--- config.mk ---
export PLATFORM = sky130hd
export DESIGN_NAME = nidv_dig
export DESIGN_NICKNAME = d
export VERILOG_FILES = /design/src/rtl/nidv_pkg.sv /design/src/rtl/nidv_dig.sv
export SDC_FILE = /design/constraint.sdc
export NUM_CORES = 1
export LEC_CHECK = 0
export BUFFER_PORTS_ARGS = -buffer_cell sky130_fd_sc_hd__buf_4
export CORE_ASPECT_RATIO = 0.9
export CORE_MARGIN = 5
export CORE_UTILIZATION = 55
export DETAILED_ROUTE_END_ITERATION = 10
export GPL_ROUTABILITY_DRIVEN = 0
export PLACE_DENSITY = 0.86
export SYNTH_ARGS = -nofsm -noshare
export SYNTH_HDL_FRONTEND = slang
export SYNTH_SLANG_ARGS = --single-unit
--- constraint.sdc ---
create_clock -name clk_i -period 9.9 [get_ports clk_i]
set_clock_uncertainty 0.1 [all_clocks]
set_input_delay 1.485 -clock clk_i [delete_from_list [all_inputs] [get_ports clk_i]]
set_output_delay 1.485 -clock clk_i [all_outputs]
set_load 0.01 [all_outputs]
--- src/rtl/nidv_pkg.sv ---
// Shared types, constants and helpers for the national ID number validator.
`timescale 1ns / 1ps
`default_nettype none

package nidv_pkg;

  // Transaction opcodes
  localparam logic [1:0] OP_ADD   = 2'd0;
  localparam logic [1:0] OP_CHECK = 2'd1;
  localparam logic [1:0] OP_CLEAR = 2'd2;

  // Verdict codes
  localparam logic [2:0] VERDICT_INVALID = 3'd0;
  localparam logic [2:0] VERDICT_MALE    = 3'd1;
  localparam logic [2:0] VERDICT_FEMALE  = 3'd2;
  localparam logic [2:0] VERDICT_DONE    = 3'd3;
  localparam logic [2:0] VERDICT_FULL    = 3'd4;

  // Register indexes (paddr[2])
  localparam logic REG_MIN_YEAR = 1'b0;
  localparam logic REG_MAX_YEAR = 1'b1;

  localparam int unsigned NUM_DIGITS = 17;
  localparam int unsigned DIGITS_W   = 4 * NUM_DIGITS;
  localparam int unsigned YEAR_W     = 14;

  localparam logic [YEAR_W-1:0] MIN_YEAR_RST = 14'd1900;
  localparam logic [YEAR_W-1:0] MAX_YEAR_RST = 14'd2011;

  localparam logic [3:0] DIGIT_WEIGHT [NUM_DIGITS] =
    '{4'd7, 4'd9, 4'd10, 4'd5, 4'd8, 4'd4, 4'd2, 4'd1, 4'd6,
      4'd3, 4'd7, 4'd9, 4'd10, 4'd5, 4'd8, 4'd4, 4'd2};

  // check character per residue; 10 stands for X
  localparam logic [3:0] CHECK_CODE [11] =
    '{4'd1, 4'd0, 4'd10, 4'd9, 4'd8, 4'd7, 4'd6, 4'd5, 4'd4, 4'd3, 4'd2};

  localparam logic [4:0] MONTH_DAYS [12] =
    '{5'd31, 5'd28, 5'd31, 5'd30, 5'd31, 5'd30,
      5'd31, 5'd31, 5'd30, 5'd31, 5'd30, 5'd31};

  // Status of the digit unit
  typedef struct packed {
    logic              busy;
    logic              bad;      // some nibble above 9
    logic [3:0]        residue;  // weighted sum mod 11
    logic [YEAR_W-1:0] year;
  } nidv_dig_sts_t;

  // Residue of a value below 176 modulo 11 by conditional subtraction
  function automatic logic [3:0] mod11_reduce(input logic [7:0] v);
    logic [7:0] t;
    t = v;
    if (t >= 8'd88) t = t - 8'd88;
    if (t >= 8'd44) t = t - 8'd44;
    if (t >= 8'd22) t = t - 8'd22;
    if (t >= 8'd11) t = t - 8'd11;
    return t[3:0];
  endfunction

  // Two decimal digits times ten plus units
  function automatic logic [6:0] bcd2_value(input logic [3:0] tens, input logic [3:0] units);
    return 7'({tens, 3'b000}) + 7'({tens, 1'b0}) + 7'(units);
  endfunction

  // Two-digit decimal number divisible by 4
  function automatic logic div4(input logic [3:0] tens, input logic [3:0] units);
    if (tens[0]) return (units == 4'd2) || (units == 4'd6);
    else return (units == 4'd0) || (units == 4'd4) || (units == 4'd8);
  endfunction

  // Gregorian leap year from the four year digits
  function automatic logic leap_year(input logic [3:0] d0, input logic [3:0] d1,
                                     input logic [3:0] d2, input logic [3:0] d3);
    logic century;
    century = (d2 == 4'd0) && (d3 == 4'd0);
    return (div4(d2, d3) && !century) || (century && div4(d0, d1));
  endfunction

endpackage

`default_nettype wire

--- src/rtl/nidv_dig.sv ---
// Digit unit: one BCD digit per cycle through a shared multiply-accumulate mod 11.
`timescale 1ns / 1ps
`default_nettype none

module nidv_dig
  import nidv_pkg::*;
(
  input  wire logic                clk_i,
  input  wire logic                rst_ni,
  input  wire logic                start_i,
  input  wire logic [DIGITS_W-1:0] digits_i,
  output nidv_dig_sts_t            sts_o
);

  logic [DIGITS_W-1:0] sh_q, sh_d;
  logic [4:0]          cnt_q, cnt_d;
  logic                busy_q, busy_d;
  logic                bad_q, bad_d;
  logic [3:0]          res_q, res_d;
  logic [YEAR_W-1:0]   year_q, year_d;

  logic [3:0] digit;
  logic [7:0] prod;
  logic [7:0] acc;

  assign digit = sh_q[DIGITS_W-1 -: 4];
  assign prod  = {4'b0, digit} * {4'b0, DIGIT_WEIGHT[cnt_q]};
  assign acc   = prod + {4'b0, res_q};

  always_comb begin
    sh_d   = sh_q;
    cnt_d  = cnt_q;
    busy_d = busy_q;
    bad_d  = bad_q;
    res_d  = res_q;
    year_d = year_q;
    if (start_i) begin
      sh_d   = digits_i;
      cnt_d  = 5'd0;
      busy_d = 1'b1;
      bad_d  = 1'b0;
      res_d  = 4'd0;
      year_d = '0;
    end else if (busy_q) begin
      sh_d  = {sh_q[DIGITS_W-5:0], 4'b0};
      cnt_d = cnt_q + 5'd1;
      res_d = mod11_reduce(acc);
      if (digit > 4'd9) bad_d = 1'b1;
      // year digits sit at places 6..9
      if (cnt_q >= 5'd6 && cnt_q <= 5'd9) begin
        year_d = YEAR_W'({3'b0, year_q, 3'b0} + {5'b0, year_q, 1'b0} + 20'(digit));
      end
      if (cnt_q == 5'(NUM_DIGITS - 1)) busy_d = 1'b0;
    end
  end

  always_ff @(posedge clk_i or negedge rst_ni) begin
    if (!rst_ni) begin
      busy_q <= 1'b0;
      cnt_q  <= 5'd0;
    end else begin
      busy_q <= busy_d;
      cnt_q  <= cnt_d;
    end
  end

  always_ff @(posedge clk_i) begin
    sh_q   <= sh_d;
    bad_q  <= bad_d;
    res_q  <= res_d;
    year_q <= year_d;
  end

  assign sts_o.busy    = busy_q;
  assign sts_o.bad     = bad_q;
  assign sts_o.residue = res_q;
  assign sts_o.year    = year_q;

endmodule

`default_nettype wire

==> metrics <==
hold path endpoint bad_q; Routed WL 13500 um; clk slew on worst S/H paths around 0.07 ns; Routed met2 length 6810 um; Post CTS Setup Buffer Count 0; Syn Nets roughly 700; core area 0.0113 mm^2; Seq cells post-synth between 90 and 100; min-delay worst type reg2reg; final cycle utilization of the critical path 87.4%; total gr overflow 0; worst reg-to-reg path cell count 29; critical path's largest stage delay roughly 0.52 ns; vias 4640; crit start category flip-flop; Residual DRC 0; std cell rows 37; DR WL met3 about 960 um; count of warnings emitted by yosys 0; Clock Tree Buf Depth 2; wl on met1 ~5400 um; die area 0.0137 mm^2; CP endpoint kind flip-flop; leading area contributor after synthesis edfxtp_1; Gate Count Post-Synth 561; die height 111 um; cell area after synthesis 0.00629 mm^2; pre-CTS WS 1.34 ns; reg-to-reg endpoint res_q[0]; CTS tree yes; Layout area overhead 17.2%; IO buf count 90; Fmax roughly 0.12 GHz; Final Hold Vio Count 0; DR WL/cell around 17 um; DRT antenna net count 0; cell seen most often among critical-path stages ha_1; flop2flop setup slack 1.24 ns; final net count 763; status finished clean; antenna violations before repair 0; final worst setup slack 1.24 ns; CTS Sinks 93; share of cells above drive strength 1 just over 30%; Synth area leaders edfxtp_1, mux2_2, ha_1; violation count after the first detailed-route iteration around 290; DP HPWL just under 10000 um; most common flop cell mapped by yosys edfxtp_1; crit path time final about 8.7 ns; hold path depth 2; Syn Area/Cell between 10 and 15 um^2; GRT Util Overall between 15 and 20%; clock latency on the worst-skew pair around 0.33 ns; final hold slack ~0.36 ns; Rel. slew slack 28.3%; Crit Path Max Fanout 11; IO Pins approximately 90; final core utilization 65.3%; post-route setup TNS 0 ns; worst hold path startpoint bad_q; max-cap violation count 0; CTS Hold Bufs 0; RSZ-0062 raised after global routing no; ant diodes 0; most frequent cells in the layout buf_4, edfxtp_1, mux2_2; total CTS buffers 9; kind of critical path reg2reg; highest metal used met4; Synth cell types 79; number of global-route vias before repair around 4700; Root Buffer clkbuf_16; Pre-antenna DRT Iters 5; DIE WIDTH roughly 120 um; number of flops mapped to enable cells by yosys 68; Async SR Flop Fraction about 6.5%; post-synthesis sequential area ratio between 40% and 50%; drt via density between 5 and 6; Worst-Margin Slew around 1.1 ns; CP arrival slightly below 9 ns; initial core utilization between 50% and 60%; H-Tree Depth 3; CP required around 10 ns; pin count of the biggest net entering global routing 98; first-pass GRT wire length between 20000 and 25000 um; post-synth top area share around 32%; count of final setup violators 0; RR Startpoint cnt_q[0]; Pins Over Slew Limit 0; Resized cells post-CTS 0; Slowest-stage cell, CP fa_1; most common cell after layout, fill and taps aside buf_4
flip-flops by register name, summed over array words and instances (netlist names):
name and count:
bad_q 1, res_q 4, busy_q 1, sh_q 68
cnt_q 5, year_q 14
how the worst max path moves through the flow:
stage,cells past startpoint,end,startpoint
after floorplan,31,res_q[2],cnt_q[0]
after global placement,29,res_q[0],cnt_q[0]
after detailed placement,29,res_q[0],cnt_q[0]
after CTS,29,res_q[0],cnt_q[0]
after global routing,31,res_q[2],cnt_q[1]
final,29,res_q[0],cnt_q[0]
per-stage QoR:
step                      std cells  cell area (um^2)
final                           797              7380
after global placement          781              7040
after CTS                       797              7380
after global routing            797              7380
after floorplan                 561              6290
after detailed placement        781              7040
synth_stat cells, drive strengths merged (4+ instances only):
master and instances:
buf 9, mux2 68, nor4 4, o211ai 7
nor2 44, nor2b 4, xnor2 20, or3 4
o21bai 7, nand4 5, inv 36, edfxtp 68
a31oi 4, a21oi 32, fa 9, nor3 5
and2 15, mux2i 10, a211oi 5, xor2 5
o21ai 15, nand3 4, dfrtp 6, a21o 6
ha 47, nand3b 6, nand2 18, clkbuf 18
nor3b 4, dfxtp 19, nand2b 5, a311oi 5
worst max-delay path: cells and delay by family (launching register included):
family | cells | cell delay (ns)
simple gates | 5 | 0.80
flops | 1 | 0.47
buf+inv | 3 | 0.35
compound gates | 11 | 3.01
xor+xnor | 2 | 0.45
mux | 1 | 0.50
fa+ha+maj | 7 | 2.87
per-layer routing:
metal  up-vias  GRT usage [%]
met5         -              0
met4         0           5.45
met3        29           6.60
met2       161           33.2
met1      2215           24.6
li1       2235              -
final cells by class:
type | count | area (um^2)
Sequential cell | 93 | 2570
Clock inverter | 7 | 106
Fill cell | 847 | 3920
Multi-Input combinational cell | 405 | 3460
Timing Repair Buffer | 91 | 683
Clock buffer | 9 | 225
Tap cell | 156 | 195
Inverter | 36 | 135
cell families after synthesis:
group / share of synthesized area, %
AO/OA/AOI/OAI: 14.8
buffers and inverters: 4.17
flip-flops: 40.9
multiplexers: 13.8
adder cells (fa/ha/maj): 12.2
AND/OR/NAND/NOR: 10.4
XOR/XNOR: 3.72
Power is left out: the tool's default activity adds up to more than one toggle a clock period on the data nets, which glitch-free logic cannot reach.
